## src/rtl/sete_pkg.sv

```systemverilog
`timescale 1ns / 1ps
// ---------------------------------------------------------------------------
// sete_pkg
// Types and constants shared by the sprite entry tile expander modules.
// ---------------------------------------------------------------------------
package sete_pkg;

    localparam logic [15:0] TILE_BANK_OFFSET = 16'h4000;
    localparam logic [7:0]  Y_WRAP_LIMIT     = 8'd239;
    localparam logic [7:0]  CHIP1_PALETTE    = 8'd160;

    // size codes, attr bits 3:1
    localparam logic [2:0] SIZE_2X2 = 3'b000;
    localparam logic [2:0] SIZE_2X1 = 3'b001;
    localparam logic [2:0] SIZE_4X4 = 3'b100;

    // sub-tile steps by mirrored column and row
    localparam logic [3:0] COL_STEP [0:3] = '{4'h0, 4'h1, 4'h4, 4'h5};
    localparam logic [3:0] ROW_STEP [0:3] = '{4'h0, 4'h2, 4'h8, 4'ha};

    typedef struct packed {
        logic [15:0]        code;
        logic [7:0]         palette;
        logic signed [9:0]  px;
        logic signed [9:0]  py;
        logic               fx;
        logic               fy;
        logic [1:0]         wm1;
        logic [1:0]         hm1;
    } sete_desc_t;

    typedef struct packed {
        logic full;
        logic empty;
    } sete_q_status_t;

endpackage

```

## src/rtl/sete_front.sv

```systemverilog
`timescale 1ns / 1ps
// ---------------------------------------------------------------------------
// sete_front
// Holds the bank register and decodes one sprite entry into a cell
// descriptor: base code, palette, position, flips and cell counts.
// ---------------------------------------------------------------------------
module sete_front (
    input  logic                clk,
    input  logic                rst_n,
    input  logic                cfg_write,
    input  logic                cfg_data,
    input  logic [7:0]          tile_low,
    input  logic [7:0]          color_byte,
    input  logic [7:0]          y_byte,
    input  logic [7:0]          x_byte,
    input  logic [7:0]          attr_byte,
    input  logic                chip_select,
    output sete_pkg::sete_desc_t desc
);

    logic        bank_sel_reg;
    logic [15:0] raw_code;
    logic [15:0] banked_code;

    always_ff @(posedge clk or negedge rst_n)
    begin
        if (!rst_n)
        begin
            bank_sel_reg <= 1'b0;
        end
        else if (cfg_write)
        begin
            bank_sel_reg <= cfg_data;
        end
    end

    assign raw_code    = {2'b00, attr_byte[7:6], color_byte[1:0], tile_low,
                          color_byte[3:2]};
    assign banked_code = (!chip_select && bank_sel_reg)
                         ? raw_code + sete_pkg::TILE_BANK_OFFSET : raw_code;

    always_comb
    begin
        desc.palette = chip_select ? sete_pkg::CHIP1_PALETTE + {4'h0, color_byte[7:4]}
                                   : {4'h0, color_byte[7:4]};
        desc.px      = {attr_byte[0], attr_byte[0], x_byte};
        desc.py      = (y_byte > sete_pkg::Y_WRAP_LIMIT) ? {2'b11, y_byte}
                                                         : {2'b00, y_byte};
        desc.fx      = attr_byte[4];
        desc.fy      = attr_byte[5];
        unique case (attr_byte[3:1])
            sete_pkg::SIZE_2X2:
            begin
                desc.wm1  = 2'd1;
                desc.hm1  = 2'd1;
                desc.code = {banked_code[15:2], 2'b00};
            end
            sete_pkg::SIZE_4X4:
            begin
                desc.wm1  = 2'd3;
                desc.hm1  = 2'd3;
                desc.code = {banked_code[15:2], 2'b00};
            end
            sete_pkg::SIZE_2X1:
            begin
                desc.wm1  = 2'd1;
                desc.hm1  = 2'd0;
                desc.code = {banked_code[15:1], 1'b0};
            end
            default:
            begin
                desc.wm1  = 2'd0;
                desc.hm1  = 2'd0;
                desc.code = banked_code;
            end
        endcase
    end

endmodule

```

## src/rtl/sete_queue.sv

```systemverilog
`timescale 1ns / 1ps
// ---------------------------------------------------------------------------
// sete_queue
// Short first-in first-out queue of decoded sprite descriptors.
// ---------------------------------------------------------------------------
module sete_queue #(
    parameter int DEPTH = 2
) (
    input  logic                    clk,
    input  logic                    rst_n,
    input  logic                    push,
    input  sete_pkg::sete_desc_t    push_word,
    input  logic                    pop,
    output sete_pkg::sete_desc_t    head_word,
    output sete_pkg::sete_q_status_t status
);

    localparam int PW = (DEPTH > 1) ? $clog2(DEPTH) : 1;
    localparam int CW = $clog2(DEPTH + 1);

    sete_pkg::sete_desc_t mem_reg [DEPTH];
    logic [PW-1:0] wr_ptr_reg, wr_ptr_next;
    logic [PW-1:0] rd_ptr_reg, rd_ptr_next;
    logic [CW-1:0] count_reg, count_next;

    always_ff @(posedge clk)
    begin
        if (push)
        begin
            mem_reg[wr_ptr_reg] <= push_word;
        end
    end

    always_comb
    begin
        wr_ptr_next = wr_ptr_reg;
        rd_ptr_next = rd_ptr_reg;
        count_next  = count_reg;
        if (push)
        begin
            wr_ptr_next = (wr_ptr_reg == PW'(DEPTH - 1)) ? '0 : wr_ptr_reg + 1'b1;
        end
        if (pop)
        begin
            rd_ptr_next = (rd_ptr_reg == PW'(DEPTH - 1)) ? '0 : rd_ptr_reg + 1'b1;
        end
        if (push && !pop)
        begin
            count_next = count_reg + 1'b1;
        end
        else if (pop && !push)
        begin
            count_next = count_reg - 1'b1;
        end
    end

    always_ff @(posedge clk or negedge rst_n)
    begin
        if (!rst_n)
        begin
            wr_ptr_reg <= '0;
            rd_ptr_reg <= '0;
            count_reg  <= '0;
        end
        else
        begin
            wr_ptr_reg <= wr_ptr_next;
            rd_ptr_reg <= rd_ptr_next;
            count_reg  <= count_next;
        end
    end

    assign head_word    = mem_reg[rd_ptr_reg];
    assign status.full  = (count_reg == CW'(DEPTH));
    assign status.empty = (count_reg == '0);

endmodule

```

## src/rtl/sete_back.sv

```systemverilog
`timescale 1ns / 1ps
// ---------------------------------------------------------------------------
// sete_back
// Walks the cells of one sprite in row-major order and issues one tile
// draw command word per cycle.
// ---------------------------------------------------------------------------
module sete_back (
    input  logic                     clk,
    input  logic                     rst_n,
    input  sete_pkg::sete_desc_t     head_word,
    input  sete_pkg::sete_q_status_t status,
    output logic                     pop,
    output logic                     result_strobe,
    output logic [15:0]              tile_code,
    output logic [7:0]               palette_index,
    output logic signed [9:0]        screen_x,
    output logic signed [9:0]        screen_y,
    output logic                     mirror_x,
    output logic                     mirror_y,
    output logic                     last_cell
);

    sete_pkg::sete_desc_t desc_reg;
    logic        active_reg;
    logic [1:0]  col_reg, col_next;
    logic [1:0]  row_reg, row_next;
    logic        strobe_reg;
    logic [15:0] code_reg;
    logic [7:0]  palette_reg;
    logic [9:0]  sx_reg;
    logic [9:0]  sy_reg;
    logic        fx_reg;
    logic        fy_reg;
    logic        last_reg;

    logic [1:0]  ec;
    logic [1:0]  er;
    logic        row_end;
    logic        cell_last;

    assign ec        = desc_reg.fx ? desc_reg.wm1 - col_reg : col_reg;
    assign er        = desc_reg.fy ? desc_reg.hm1 - row_reg : row_reg;
    assign row_end   = (col_reg == desc_reg.wm1);
    assign cell_last = row_end && (row_reg == desc_reg.hm1);
    assign pop       = !status.empty && (!active_reg || cell_last);

    always_comb
    begin
        col_next = col_reg;
        row_next = row_reg;
        if (pop)
        begin
            col_next = 2'd0;
            row_next = 2'd0;
        end
        else if (active_reg)
        begin
            if (row_end)
            begin
                col_next = 2'd0;
                row_next = row_reg + 1'b1;
            end
            else
            begin
                col_next = col_reg + 1'b1;
            end
        end
    end

    always_ff @(posedge clk or negedge rst_n)
    begin
        if (!rst_n)
        begin
            active_reg <= 1'b0;
            strobe_reg <= 1'b0;
            col_reg    <= 2'd0;
            row_reg    <= 2'd0;
        end
        else
        begin
            active_reg <= pop || (active_reg && !cell_last);
            strobe_reg <= active_reg;
            col_reg    <= col_next;
            row_reg    <= row_next;
        end
    end

    // payload of the command word
    always_ff @(posedge clk)
    begin
        if (pop)
        begin
            desc_reg <= head_word;
        end
        if (active_reg)
        begin
            code_reg    <= desc_reg.code + {12'h000, sete_pkg::COL_STEP[ec]}
                                         + {12'h000, sete_pkg::ROW_STEP[er]};
            palette_reg <= desc_reg.palette;
            sx_reg      <= desc_reg.px + {5'd0, col_reg, 3'd0};
            sy_reg      <= desc_reg.py + {5'd0, row_reg, 3'd0};
            fx_reg      <= desc_reg.fx;
            fy_reg      <= desc_reg.fy;
            last_reg    <= cell_last;
        end
    end

    assign result_strobe = strobe_reg;
    assign tile_code     = code_reg;
    assign palette_index = palette_reg;
    assign screen_x      = sx_reg;
    assign screen_y      = sy_reg;
    assign mirror_x      = fx_reg;
    assign mirror_y      = fy_reg;
    assign last_cell     = last_reg;

endmodule

```

## src/rtl/sprite_entry_tile_expander.sv

```systemverilog
`timescale 1ns / 1ps
// ---------------------------------------------------------------------------
// sprite_entry_tile_expander
// Expands one five-byte sprite entry into one 8x8 tile draw command word per
// cell, rows top to bottom and cells left to right.
//
// A sprite of N cells (1, 2, 4 or 16) produces N command words on
// consecutive cycles, one per cycle from the cell walker; consecutive
// sprites follow with no gap while entries keep arriving. Entries are
// decoded on acceptance and wait in a QUEUE_DEPTH-entry queue; busy is high
// while that queue is full. Command words cannot be held off: each is
// valid for the single cycle in which result_strobe is high. The first
// word of an idle block's entry passes the queue, desc_reg and code_reg.
// ---------------------------------------------------------------------------
module sprite_entry_tile_expander #(
    parameter int QUEUE_DEPTH = 2
) (
    input  logic               clk,
    input  logic               rst_n,
    input  logic               cfg_write,
    input  logic               cfg_data,
    input  logic               start,
    output logic               busy,
    input  logic [7:0]         tile_low,
    input  logic [7:0]         color_byte,
    input  logic [7:0]         y_byte,
    input  logic [7:0]         x_byte,
    input  logic [7:0]         attr_byte,
    input  logic               chip_select,
    output logic               result_strobe,
    output logic [15:0]        tile_code,
    output logic [7:0]         palette_index,
    output logic signed [9:0]  screen_x,
    output logic signed [9:0]  screen_y,
    output logic               mirror_x,
    output logic               mirror_y,
    output logic               last_cell
);

    sete_pkg::sete_desc_t     front_desc;
    sete_pkg::sete_desc_t     head_desc;
    sete_pkg::sete_q_status_t q_status;
    logic                     push;
    logic                     pop;

    assign busy = q_status.full;
    assign push = start && !q_status.full;

    sete_front u_front (
        .clk         (clk),
        .rst_n       (rst_n),
        .cfg_write   (cfg_write),
        .cfg_data    (cfg_data),
        .tile_low    (tile_low),
        .color_byte  (color_byte),
        .y_byte      (y_byte),
        .x_byte      (x_byte),
        .attr_byte   (attr_byte),
        .chip_select (chip_select),
        .desc        (front_desc)
    );

    sete_queue #(
        .DEPTH (QUEUE_DEPTH)
    ) u_queue (
        .clk       (clk),
        .rst_n     (rst_n),
        .push      (push),
        .push_word (front_desc),
        .pop       (pop),
        .head_word (head_desc),
        .status    (q_status)
    );

    sete_back u_back (
        .clk           (clk),
        .rst_n         (rst_n),
        .head_word     (head_desc),
        .status        (q_status),
        .pop           (pop),
        .result_strobe (result_strobe),
        .tile_code     (tile_code),
        .palette_index (palette_index),
        .screen_x      (screen_x),
        .screen_y      (screen_y),
        .mirror_x      (mirror_x),
        .mirror_y      (mirror_y),
        .last_cell     (last_cell)
    );

endmodule
```

## config.mk

```make
export PLATFORM = sky130hd
export DESIGN_NAME = sprite_entry_tile_expander
export DESIGN_NICKNAME = d
export VERILOG_FILES = /design/src/rtl/sete_pkg.sv /design/src/rtl/sete_front.sv /design/src/rtl/sete_queue.sv /design/src/rtl/sete_back.sv /design/src/rtl/sprite_entry_tile_expander.sv
export SDC_FILE = /design/constraint.sdc
export NUM_CORES = 1
export LEC_CHECK = 0
export BUFFER_PORTS_ARGS = -buffer_cell sky130_fd_sc_hd__clkbuf_2
export CAP_MARGIN = 20
export CORE_MARGIN = 3
export CORE_UTILIZATION = 57
export DETAILED_ROUTE_END_ITERATION = 16
export PLACE_DENSITY_LB_ADDON = 0.08
export SKIP_LAST_GASP = 1
export SYNTH_ARGS = -nofsm -noshare
export SYNTH_HDL_FRONTEND = slang
export SYNTH_SLANG_ARGS = --single-unit
export TNS_END_PERCENT = 10
```

## constraint.sdc

```tcl
create_clock -name clk -period 4.4 [get_ports clk]
set_input_delay 0.22 -clock clk [delete_from_list [all_inputs] [get_ports clk]]
set_output_delay 0.22 -clock clk [all_outputs]
set_load 0.05 [all_outputs]
```

Word-level counts from Yosys, hierarchy flattened
Memories as Yosys holds them, arrays and structs flattened. A register that Yosys moved wholly into a read port is not among the register bits.
Cells that the tools add are included.

storage, ports and cells
  register bits after elaboration = 58
  bits in writable memories = 100
  output and inout port bits = 49
  logic and storage cells = 88
  memories = 1

memories
  name             depth  bits a word  rd ports  clocked after memory_dff  wr ports  line              text
  u_queue.mem_reg  2      50           1         1                         1         sete_queue.sv:21  sete_pkg::sete_desc_t mem_reg [DEPTH];

cells by class
  $add $sub $neg = 14
  order comparisons = 3
  equal/unequal tests = 5
  multiplexer cells = 25
  bitwise logic cells = 2
  reductions and logical operators = 23

operators with widths
  cell                                                                   count
  16-bit by 4-bit adder with 16-bit output                               2
  10-bit by 5-bit adder with 10-bit output                               2
  2-bit two-way mux                                                      10
  14-bit by 15-bit adder with 16-bit output, second input constant       1
  4-bit binary-select mux with 2-bit select                              2
  16-bit two-way mux                                                     1
  4-bit two-way mux                                                      4
  4-bit one-hot mux with 3 select lines                                  1
  10-bit two-way mux                                                     1
  8-bit by 4-bit adder with 8-bit output, first input constant           1
  8-bit greater-than comparator, second input constant                   1
  8-bit two-way mux                                                      1
  1-bit logical AND                                                      7
  1-bit zero test                                                        7
  2-bit by 1-bit adder with 2-bit output, second input constant          3
  3-bit greater-or-equal comparator, second input constant               2
  2-bit inverter with 3-bit output                                       2
  2-bit nonzero test                                                     3
  2-bit equality test                                                    2
  1-bit two-way mux                                                      4
  2-bit one-hot mux with 2 select lines                                  1
  2-bit subtractor                                                       2
  3-bit by 1-bit equality test with 1-bit output, second input constant  1
  3-bit equality test, second input constant                             1
  other kinds (8)                                                        10

Depth between registers and ports, before layout
Gate-level depths: netlist of run 1.

  depth after elaboration = 8
  mapped depth = 10
  gate-level depth less buffers = 10

By module
A second synthesis of run 1 with hierarchy kept.

second synthesis, totals
  cells, all modules = 449
  area total of the unflattened synthesis = 8,390.5 um^2

by module, submodules not included
  module                      times used  cells an instance  area each (um^2)  sequential area each (um^2)
  sete_queue                  1           172                4,047.6           3,103.0
  sete_back                   1           223                3,921.3           3,062.9
  sete_front                  1           53                 407.9             25.0
  sprite_entry_tile_expander  1           1                  13.8              0.0

Least setup slack after synthesis of run 1
No wires, ideal clock.

  path kind = reg-to-reg
  from = register u_back.active_reg
  to = register u_queue.count_reg[1]
  library setup time = 79 ps
  arrival time = 3,245 ps
  setup slack = 1,076 ps
  cell stages (with the launch flop) = 7
  buffers on the path = 0
  period minus slack after synthesis = 3,324 ps
  cells stage by stage = dfrtp_1 a21oi_2 inv_1 ha_1 xor2_1 nor2_1 xor2_1

on the way
  longest elaborated chain between the ends = 6
  elaborated cells on any way between the ends = 8

ends and longest elaborated chain
  what                                                            line                              text
  start: declaration                                              sete_back.sv:24                   logic active_reg;
  start signal: assignment                                        sete_back.sv:81                   active_reg <= pop || (active_reg && !cell_last);
  1-bit zero test *                                               sete_back.sv:45                   assign pop = !status.empty && (!active_reg || cell_last);
  1-bit logical OR *                                              sete_back.sv:45
  1-bit logical AND *                                             sete_back.sv:45
  via pop                                                         sprite_entry_tile_expander.sv:44  logic pop;
  1-bit zero test                                                 sete_queue.sv:47                  if (push && !pop)
  1-bit logical AND                                               sete_queue.sv:47
  2-bit two-way mux / 2-bit nonzero test (equally long branches)  -
  end signal: assignment                                          sete_queue.sv:69                  count_reg <= count_next;
  end: declaration                                                sete_queue.sv:24                  logic [CW-1:0] count_reg, count_next;

Mark *: on every way through the listed nets, which the timed path passes. The rest lies on a longest branch.
A chain may end at the register's enable or synchronous reset.

Final worst setup path of run 1
  from = register u_back.col_reg[0]
  to = register u_back.code_reg[14] (netlist: u_back.tile_code[14]) (data pin)

on the way
  longest elaborated chain between the ends = 8

ends and longest elaborated chain
  what                                                      line             text
  start: declaration                                        sete_back.sv:25  logic [1:0] col_reg, col_next;
  start signal: assignment                                  sete_back.sv:83  col_reg <= col_next;
  2-bit subtractor                                          sete_back.sv:41  assign ec = desc_reg.fx ? desc_reg.wm1 - col_reg : col_reg;
  2-bit two-way mux *                                       sete_back.sv:41
  2-bit inverter with 3-bit output (not written as such) *  sete_back.sv:97  code_reg <= desc_reg.code + {12'h000, sete_pkg::COL_STEP[ec]}
  4-bit binary-select mux with 2-bit select *               sete_back.sv:97
  4-bit two-way mux (not written as such) * (2 in series)   sete_back.sv:97
  16-bit by 4-bit adder with 16-bit output *                sete_back.sv:97
  16-bit by 4-bit adder with 16-bit output *                sete_back.sv:98  + {12'h000, sete_pkg::ROW_STEP[er]};
  end signal: assignment                                    sete_back.sv:97
  end: declaration                                          sete_back.sv:28  logic [15:0] code_reg;

Mark *: on every way between the ends. The rest lies on a longest branch, timed or not. The select of a mux whose other input is x is not followed.

==> results of run 1 <==
critical path: stages, from the launching register on:
cell     delay [ps]
dfrtp_1         440
ha_1            420
a21oi_1         200
ha_1            200
inv_1            60
fa_1            400
o21ai_1         390
nand4_1         170
xnor2_1         150
per-layer routing:
| metal | up-vias | share of wire |
|---|---|---|
| met4 | 0 | 0.025 |
| met5 | - | 0 |
| met2 | 108 | 0.50 |
| met3 | 25 | 0.051 |
| li1 | 1721 | - |
| met1 | 1676 | 0.42 |
placed cells by master (no fill, tap or decap), drive strengths merged:
cell         count
conb             2
nand4            6
edfxtp         173
xor2            10
and3             2
o31a             1
buf              4
dfrtp           11
mux2i            1
nand2           14
bufinv           3
o21ai            6
nand2b           1
mux2            45
nand3            5
dlygate4sd3     35
nor3             3
fa               3
inv             24
a22o             1
and2             1
xnor2           21
a21boi           1
clkinv           4
clkinvlp         4
o21bai           1
nand3b           1
nor2            13
and4             1
clkbuf         113
ha              12
o31ai            1
a21o             2
nor2b            4
a21oi           10
o211ai           1
cells by family (layout without fill, tap and decap cells):
family | Yosys count | count (layout) | synth area share
XOR/XNOR | 31 | 31 | 0.03862
multiplexers | 46 | 46 | 0.07350
other | 1 | 2 | 0.0005334
buffers and inverters | 34 | 187 | 0.02278
AO/OA/AOI/OAI | 24 | 24 | 0.02171
flip-flops | 184 | 184 | 0.7781
AND/OR/NAND/NOR | 51 | 51 | 0.03488
adder cells (fa/ha/maj) | 15 | 15 | 0.02990
layout make-up:
class / count / share of cell area
tap: 143 / 0.02069
sequential: 184 / 0.6330
clock buffer: 21 / 0.05441
clock inverter: 11 / 0.01708
multi-input combinational: 169 / 0.1643
timing repair buffer: 131 / 0.1001
inverter: 24 / 0.01042
timing repair:
action | 4_1_cts | 5_1_grt
hold buffers | 35 | 0
setup buffers | 0 | 0
setup endpoints to repair | 0 | 0
hold endpoints to repair | 79 | 0
power breakdown:
part           internal (W)  total (W)  switching, W  leakage (nW)
logic              0.000645    0.00192       0.00127          1.24
clock network      0.000938    0.00155      0.000611         0.291
registers           0.00260    0.00290      0.000299          1.78
stage by stage:
| step | instances | total power, W | hold slack, ps | utilization | cell area, µm² |
|---|---|---|---|---|---|
| after floorplan | 387 | 0.004376 | -75.59 | - | 7034 |
| after global placement | 614 | 0.004769 | 133.5 | 0.6521 | 7637 |
| after detailed placement | 614 | 0.004822 | 135.7 | 0.6521 | 7637 |
| after CTS | 681 | 0.006410 | 1.515 | 0.7348 | 8606 |
| after global routing | 683 | 0.006694 | 4.513 | 0.7382 | 8646 |
| final | 683 | 0.006367 | 22.05 | 0.7382 | 8646 |
worst min-delay path by stage:
stage	slack [ps]	endpoint	from	depth (start not counted)
after floorplan	-80	u_back.active_reg$_DFF_PN0_	rst_n	0
after global placement	130	u_back.result_strobe$_DFF_PN0_	rst_n	1
after detailed placement	140	u_back.result_strobe$_DFF_PN0_	rst_n	1
after CTS	2	u_queue.mem_reg[0][36]$_DFFE_PP_	tile_low[0]	1
after global routing	5	u_queue.mem_reg[1][36]$_DFFE_PP_	tile_low[0]	1
final	20	u_queue.mem_reg[0][36]$_DFFE_PP_	tile_low[0]	1
==> flow_summary_export.csv, run 1 <==
group,metric,value,unit
global_route,grt_start_max_net_pins,53,
floorplan,core,11710,µm²
cells_and_area,multiInputGateArea,1420,µm²
route,vias_per_cell,5.168,
cells_and_area,area_growth,22.98,%
floorplan,start_util,0.6003,
global_route,grt_util_met3,0.04884,
pwr,peakVddDrop,344.7,µV
worst_setup_path,path_class,"register to register",
route,first_iter_violations,184,
place,pre_cts_ws,1713,ps
cells_and_area,finalNetCount,588,
clocking,cts-root-buf,"clkbuf_16",
pwr,p_per_area,736.5,nW/µm²
worst_setup_path,r2r_end,"u_back.tile_code[14]$_DFFE_PP_",
floorplan,row_count,39,
worst_setup_path,rrSetupSlack,1720,ps
sta,finalSetupTns,0,ps
sta,post-route-period-util,0.6101,
floorplan,die_w,117.1,µm
route,ant_nets,0,
synth,async_reset_ff_frac,0.05978,
cells_and_area,drive_gt1_frac,0.3315,
synth,ys_ff_latch,184,
worst_setup_path,endpoint_kind,"register",
clocking,cts_sinks,184,
clocking,cts_tree,"built",
synth,synth_edf_count,173,
global_route,gr-max-usage-layer,"met2",
global_route,use_met2,0.2893,
worst_setup_path,critPathRequiredTime,4570,ps
route,drt_first_pass_iters,5,
synth,synthTopCellsByCount,"edfxtp_1 (173), mux2_2 (45), inv_1 (24), xnor2_1 (21), nand2_1 (14)",
route,drc,0,
sta,fin_skew,7.500,ps
synth,synth_top_area_frac,0.7389,
worst_setup_path,critPathLaunch,"u_back.col_reg[0]$_DFFE_PN0P_",
sta,max_freq,0.3725,GHz
clocking,clock_latency,420,ps
hold_path,worstHoldPathType,"input port to register",
worst_setup_path,arrival,2850,ps
place,port_buffers,92,
synth,netlist_instances,386,
floorplan,boundaryPins,95,
worst_setup_path,reg2reg_depth,8,
synth,netlist_area,7030,µm²
route,vias,3530,
sta,setup-violations-final,0,
global_route,grt_antenna_before_repair,0,
synth,synth_area_leaders,"edfxtp_1 (74%), mux2_2 (7.2%), dfrtp_1 (3.9%)",
synth,seq_area_frac_synth,0.7781,
route,wl_per_cell,16.46,µm
global_route,met1_usage,0.2230,
outcome,outcome,"finished clean",
synth,yosys.area.top_type,"edfxtp_1",
pwr,p_leak,3.311,nW
clocking,clockBufferDepth,2,
floorplan,die_area,13700,µm²
sta,fin_crit,2684,ps
worst_setup_path,start_kind,"register",
route,drt-total-wl,11240,µm
worst_setup_path,worstSetupEndpoint,"u_back.tile_code[14]$_DFFE_PP_",
sta,slew_headroom,0.2828,
sta,maxSlewViolCount,0,
synth,ys_types,35,
place,post-dp-hpwl,6792,µm
sta,finalHoldViolations,0,
cells_and_area,fillers,731,
flow_run,maxCapViolCount,0,
cells_and_area,regArea,5473,µm²
cells_and_area,largest_register_ffs,86,
clocking,cts_buffers,17,
synth,yosys_most_used_dff,"edfxtp_1",
sta,rsz0062_at_grt,"no",
cells_and_area,diodes,0,
floorplan,die_y,117.1,µm
sta,tightestPinTransition,1076,ps
global_route,grt_overflow_total,0,
synth,ys_warn_count,0,
worst_setup_path,worstReg2RegStart,"u_back.col_reg[0]$_DFFE_PN0P_",
global_route,grt.total_usage,0.1784,
worst_setup_path,cp_max_fo,7,
global_route,grt_pass1_vias,3594,
clocking,h-tree-depth,4,
synth,yosysMostFrequentCell,"edfxtp_1",
place,routabilityCongestion,0.7462,
clocking,post_cts_resized,0,
clocking,path_clk_slew,70,ps
sta,setup_ws,1716,ps
global_route,grt_pass1_wl,17610,µm
synth,avgSynthCellArea,18.21,µm²
Power figures use the tool's default switching activity.
==> inputs of run 2 (changes only) <==
- CORE_UTILIZATION: 57 -> 51
- clock period: 4.4 -> 2.2 ns (I/O delays scaled with it)
==> flow_summary_export.csv, run 2 (synthesis results as in run 1) <==
group,metric,value,unit
outcome,outcome,"finished clean",
global_route,grt_pass1_vias,3633,
clocking,clock_latency,410,ps
worst_setup_path,cp_max_fo,6,
cells_and_area,finalNetCount,605,
route,drt-total-wl,11000,µm
global_route,grt_start_max_net_pins,44,
worst_setup_path,critPathRequiredTime,2360,ps
pwr,p_switching,0.004473,W
place,post-dp-hpwl,7115,µm
hold_path,worstHoldPathType,"input port to register",
route,vias,3587,
route,ant_nets,0,
pwr,peakVddDrop,783.5,µV
worst_setup_path,critPathLaunch,"u_back.desc_reg[2]$_DFFE_PP_",
sta,finalSetupTns,0,ps
worst_setup_path,worstReg2RegStart,"u_back.desc_reg[2]$_DFFE_PP_",
route,first_iter_violations,238,
worst_setup_path,path_class,"register to register",
place,placed_cell_area,7900,µm²
route,wl_per_cell,15.00,µm
worst_setup_path,arrival,2340,ps
pwr,p_sw_frac,0.3366,
global_route,grt_antenna_before_repair,0,
route,drc,0,
flow_run,maxCapViolCount,0,
cells_and_area,largest_register_ffs,86,
place,port_buffers,92,
sta,post-route-period-util,0.9885,
cells_and_area,area_growth,27.34,%
sta,rsz0062_at_grt,"yes",
pwr,p_comb_frac,0.330,
hold_path,hold_path_depth,2,
clocking,cts-root-buf,"clkbuf_16",
sta,max_freq,0.4598,GHz
clocking,h-tree-depth,4,
clocking,cts_sinks,184,
worst_setup_path,worstPathCellList,"inv_2 -> ha_4 -> a21oi_2 -> ha_2 -> inv_1 -> fa_2 -> o21ai_1 -> buf_4 -> nand4_1 -> xnor2_1",
cells_and_area,final_util,0.6707,
worst_setup_path,start_kind,"register",
floorplan,die_w,123.4,µm
place,routabilityCongestion,0.7961,
pwr,p_leak,3.423,nW
floorplan,boundaryPins,95,
worst_setup_path,r2r_end,"u_back.tile_code[14]$_DFFE_PP_",
global_route,grt.total_usage,0.1581,
route,vias_per_cell,4.894,
pwr,p_per_area,1485,nW/µm²
sta,finalHoldViolations,0,
sta,hold_ws,32.04,ps
worst_setup_path,rrSetupSlack,30,ps
worst_setup_path,reg2reg_depth,10,
cells_and_area,drive_gt1_frac,0.3645,
global_route,grt_pass1_wl,17990,µm
route,drt_first_pass_iters,4,
global_route,grt_overflow_total,0,
clocking,path_clk_slew,70,ps
floorplan,row_count,42,
clocking,cts_tree,"built",
pwr,seqPwrFrac,0.425,
sta,setup-violations-final,0,
worst_setup_path,worstSetupEndpoint,"u_back.tile_code[14]$_DFFE_PP_",
cells_and_area,diodes,0,
clocking,post_cts_buffers,0,
floorplan,die_area,15230,µm²
cells_and_area,final_common_cell,"edfxtp_1",
pwr,p_int,0.008818,W
sta,maxSlewViolCount,0,
floorplan,core,13350,µm²
floorplan,start_util,0.5267,
worst_setup_path,endpoint_kind,"register",
pwr,clockPowerShare,0.245,
worst_setup_path,slowest_stage,"edfxtp_1",
cells_and_area,fin_area,8952,µm²
sta,fin_crit,2175,ps
worst_setup_path,max_stage_delay,380,ps
clocking,clockBufferDepth,2,
hold_path,worstHoldStart,"attr_byte[2]",
sta,fin_skew,7.662,ps
cells_and_area,final_cell_mix,"edfxtp_1 (173), clkbuf_2 (92), mux2_2 (45)",
clocking,cts_buffers,17,
floorplan,die_y,123.4,µm
==> run 2: cell types whose count changed in the layout (fill, tap and decap cells not counted), moves of 3 or more <==
cell           change
inv_2              +3
clkinvlp_4         -3
ha_4               +3
ha_1               -4
dlygate4sd3_1      +4
buf_4             +11
inv_1              -3
==> run 2: worst max-delay path, delay by kind of cell, from the launching register on <==
family / cells / cell delay, ps
AO/OA/AOI/OAI: 2 / 260
buffers and inverters: 3 / 290
flip-flops: 1 / 380
adder cells (fa/ha/maj): 3 / 730
AND/OR/NAND/NOR: 1 / 120
XOR/XNOR: 1 / 140
==> run 2: per-stage QoR <==
stage | std cells | total power (W) | setup slack (ps)
2_1_floorplan | 387 | 0.008848 | -186.9
3_3_place_gp | 662 | 0.009960 | -38.42
3_5_place_dp | 662 | 0.01006 | -78.38
4_1_cts | 733 | 0.01341 | -9.712
5_1_grt | 733 | 0.01401 | -103.8
6_report | 733 | 0.01329 | 25.23
==> run 2: area by class of cell <==
cell class	count	area, µm²
Clock inverter	12	198.9
Fill cell	937	4395
Tap cell	176	220.2
Clock buffer	20	446.7
Inverter	24	90.09
Sequential cell	184	5474
Multi-Input combinational cell	169	1494
Timing Repair Buffer	148	1028
==> run 2: power by group through the flow <==
stage | combinational [W] | clock (W) | sequential [W]
6_report | 0.00439 | 0.00326 | 0.00564
5_1_grt | 0.00479 | 0.00347 | 0.00575
4_1_cts | 0.00444 | 0.00332 | 0.00565
3_5_place_dp | 0.00435 | 0 | 0.00571
3_3_place_gp | 0.00428 | 0 | 0.00568
2_1_floorplan | 0.00200 | 0 | 0.00685
==> run 2: layer usage <==
layer / global-route usage / wire [µm]
met1: 0.2068 / 4997
met3: 0.03843 / 440
met2: 0.2582 / 5371
met5: 0 / 0
met4: 0.06021 / 187
==> run 2: how the worst min path moves through the flow <==
stage | to | slack [ps]
3_5_place_dp | u_queue.wr_ptr_reg$_DFFE_PN0P_ | 20
6_report | u_queue.mem_reg[1][2]$_DFFE_PP_ | 30
3_3_place_gp | u_queue.wr_ptr_reg$_DFFE_PN0P_ | 20
5_1_grt | u_queue.mem_reg[1][2]$_DFFE_PP_ | 30
4_1_cts | u_queue.mem_reg[1][2]$_DFFE_PP_ | 10
2_1_floorplan | u_back.active_reg$_DFF_PN0_ | -190
==> run 2: what timing repair did <==
action | CTS | global route
hold endpoints to repair | 84 | 0
gates cloned | 0 | 0
setup endpoints to repair | 5 | 12
hold buffers | 39 | 0
resized for setup | 4 | 2
pin swaps | 1 | 2
==> inputs of run 3 (changes only) <==
- CORE_UTILIZATION: 51 -> 53
- SYNTH_HIERARCHICAL: not set -> 1
==> flow_summary_export.csv, run 3 <==
group,metric,value,unit
cells_and_area,layoutNonFillerInstCount,819,
cells_and_area,drive_gt1_frac,0.3734,
global_route,grt_antenna_before_repair,0,
global_route,grt_pass1_wl,20580,µm
synth,synth_top_area_frac,0.7050,
place,post-dp-hpwl,8375,µm
clocking,cts_tree,"built",
synth,netlist_area,8391,µm²
floorplan,start_util,0.5459,
synth,async_reset_ff_frac,0.05288,
route,vias,3943,
sta,rsz0062_at_grt,"yes",
cells_and_area,final_common_cell,"edfxtp_1",
sta,maxSlewViolCount,0,
worst_setup_path,max_stage_delay,420,ps
route,vias_per_cell,4.814,
synth,yosys.area.top_type,"edfxtp_1",
route,first_iter_violations,112,
clocking,h-tree-depth,1,
cells_and_area,regArea,6197,µm²
sta,fin_crit,2335,ps
clocking,cts_buffers,22,
clocking,clock_latency,490,ps
worst_setup_path,endpoint_kind,"register",
cells_and_area,area_growth,20.79,%
pwr,seqPwrFrac,0.438,
cells_and_area,fin_area,10130,µm²
clocking,cts-root-buf,"clkbuf_16",
clocking,clockBufferDepth,3,
pwr,p_int,0.009809,W
route,drc,0,
pwr,p_switching,0.004946,W
sta,fin_skew,14.77,ps
synth,avgSynthCellArea,18.69,µm²
sta,setup-violations-final,12,
synth,ys_warn_count,6,
sta,hold_ws,71.30,ps
sta,finalHoldViolations,0,
place,routabilityCongestion,0.7361,
pwr,p_comb_frac,0.346,
worst_setup_path,worstPathCellList,"inv_1 -> ha_2 -> xor2_1 -> nand2_1 -> xnor2_1 -> ha_1 -> and3_1 -> a221o_2 -> nand2_1 -> xnor2_1",
pwr,p_sw_frac,0.3352,
synth,seq_area_frac_synth,0.7378,
global_route,grt_pass1_vias,4156,
cells_and_area,fillers,1091,
outcome,outcome,"finished, violations left",
sta,post-route-period-util,1.061,
worst_setup_path,path_class,"register to register",
clocking,path_clk_slew,60,ps
pwr,clockPowerShare,0.216,
pwr,peakVddDrop,781.4,µV
cells_and_area,diodes,0,
cells_and_area,final_cell_mix,"edfxtp_1 (197), clkbuf_2 (94), mux2_4 (49)",
floorplan,row_count,45,
floorplan,core,15370,µm²
synth,synthTopCellsByCount,"edfxtp_1 (197), mux2_4 (49), buf_4 (43), xnor2_1 (25), inv_1 (17)",
route,drt_first_pass_iters,4,
route,wl_per_cell,15.57,µm
cells_and_area,final_util,0.6593,
cells_and_area,multiInputGateArea,1785,µm²
pwr,p_leak,3.974,nW
synth,yosysMostFrequentCell,"edfxtp_1",
clocking,cts_sinks,208,
worst_setup_path,arrival,2570,ps
synth,synth_area_leaders,"edfxtp_1 (71%), mux2_4 (8.8%), buf_4 (3.8%)",
global_route,grt_start_max_net_pins,37,
worst_setup_path,start_kind,"register",
cells_and_area,largest_register_ffs,100,
hold_path,worstHoldPathType,"input port to async pin",
worst_setup_path,cp_max_fo,6,
place,pre_cts_ws,-256.5,ps
flow_run,maxCapViolCount,0,
floorplan,die_w,131.8,µm
pwr,p_per_area,1456,nW/µm²
sta,max_freq,0.4283,GHz
synth,synth_edf_count,197,
outcome,violations,"negative setup slack",
floorplan,die_area,17380,µm²
place,placed_cell_area,8995,µm²
global_route,grt_overflow_total,0,
sta,setup_ws,-135.0,ps
floorplan,die_y,131.8,µm
route,ant_nets,0,
place,port_buffers,94,
worst_setup_path,slowest_stage,"a221o_2",
worst_setup_path,crit_buf_inv,1,
synth,yosys_most_used_dff,"edfxtp_1",
route,drt-total-wl,12750,µm
synth,ys_ff_latch,208,
worst_setup_path,critPathRequiredTime,2430,ps
place,dp.cells,733,
synth,ys_types,34,
synth,netlist_instances,449,
worst_setup_path,cpLargestDelayFamily,"adder cells",
global_route,grt.total_usage,0.1488,
floorplan,boundaryPins,95,
cells_and_area,finalNetCount,655,
run 3: path summary, 6_finish.rpt:
| kind | startpoint | to | slack (ps) | cells after the start |
|---|---|---|---|---|
| worst max-delay path | u_back/desc_reg[0]$_DFFE_PP_ | u_back/tile_code[11]$_DFFE_PP_ | -130 | 10 |
| worst min-delay path | rst_n | u_queue/count_reg[1]$_DFFE_PN0P_ | 70 | 2 |
| worst max register to register | u_back/desc_reg[0]$_DFFE_PP_ | u_back/tile_code[11]$_DFFE_PP_ | -130 | 10 |
| worst min register to register | u_back/desc_reg[17]$_DFFE_PP_ | u_back/screen_x[1]$_DFFE_PP_ | 420 | 0 |
| max in group asynchronous | rst_n | u_back/active_reg$_DFF_PN0_ | 1840 | 2 |
| min in group clk | color_byte[4] | u_queue/mem_reg[1][26]$_DFFE_PP_ | 340 | 2 |
run 3: timing repair:
action	4_1_cts	5_1_grt
hold buffers	46	0
hold endpoints to repair	99	0
pin swaps	6	9
endpoints found under the setup margin	12	12
resized for setup	6	6
buffers inserted	2	1
run 3: logic make-up (layout without fill, tap and decap cells):
| family | Yosys count | after routing | synth area share |
|---|---|---|---|
| AO/OA/AOI/OAI | 18 | 18 | 0.01446 |
| XOR/XNOR | 36 | 36 | 0.03847 |
| adder cells (fa/ha/maj) | 14 | 14 | 0.02356 |
| buffers and inverters | 66 | 223 | 0.05935 |
| flip-flops | 208 | 208 | 0.7378 |
| multiplexers | 51 | 51 | 0.09037 |
| other | 1 | 3 | 0.0004469 |
| AND/OR/NAND/NOR | 55 | 55 | 0.03549 |
run 3: layer usage:
| layer | part of all wire | GRT usage |
|---|---|---|
| met1 | 0.40 | 0.1755 |
| met5 | 0 | 0 |
| met4 | 0.024 | 0.04142 |
| met2 | 0.53 | 0.2725 |
| met3 | 0.048 | 0.03588 |
run 3: power groups by stage:
stage	Clock (W)	Combinational, W	Sequential [W]
after detailed placement	0	0.00500	0.00655
after global routing	0.00343	0.00549	0.00659
final	0.00318	0.00511	0.00646
after floorplan	0	0.00262	0.00772
after CTS	0.00330	0.00514	0.00649
after global placement	0	0.00491	0.00651
run 3: area by class of cell:
type,instances,area share
clock buffer,27,0.05617
inverter,17,0.006296
tap,211,0.02605
multi-input combinational,177,0.1762
sequential,208,0.6115
clock inverter,10,0.005556
timing repair buffer,169,0.1183
run 3: worst reg2reg max path, cell delays in order (launching register included):
cell	delay (ps)
edfxtp_1	360
inv_1	70
ha_2	170
xor2_1	140
nand2_1	80
xnor2_1	130
ha_1	350
and3_1	180
a221o_2	420
nand2_1	130
xnor2_1	60
run 3: stage by stage:
step	total power, W	setup TNS (ps)
2_1_floorplan	0.01034	-24310
3_3_place_gp	0.01142	-1200
3_5_place_dp	0.01156	-1755
4_1_cts	0.01492	-1305
5_1_grt	0.01551	-2979
6_report	0.01476	-1238
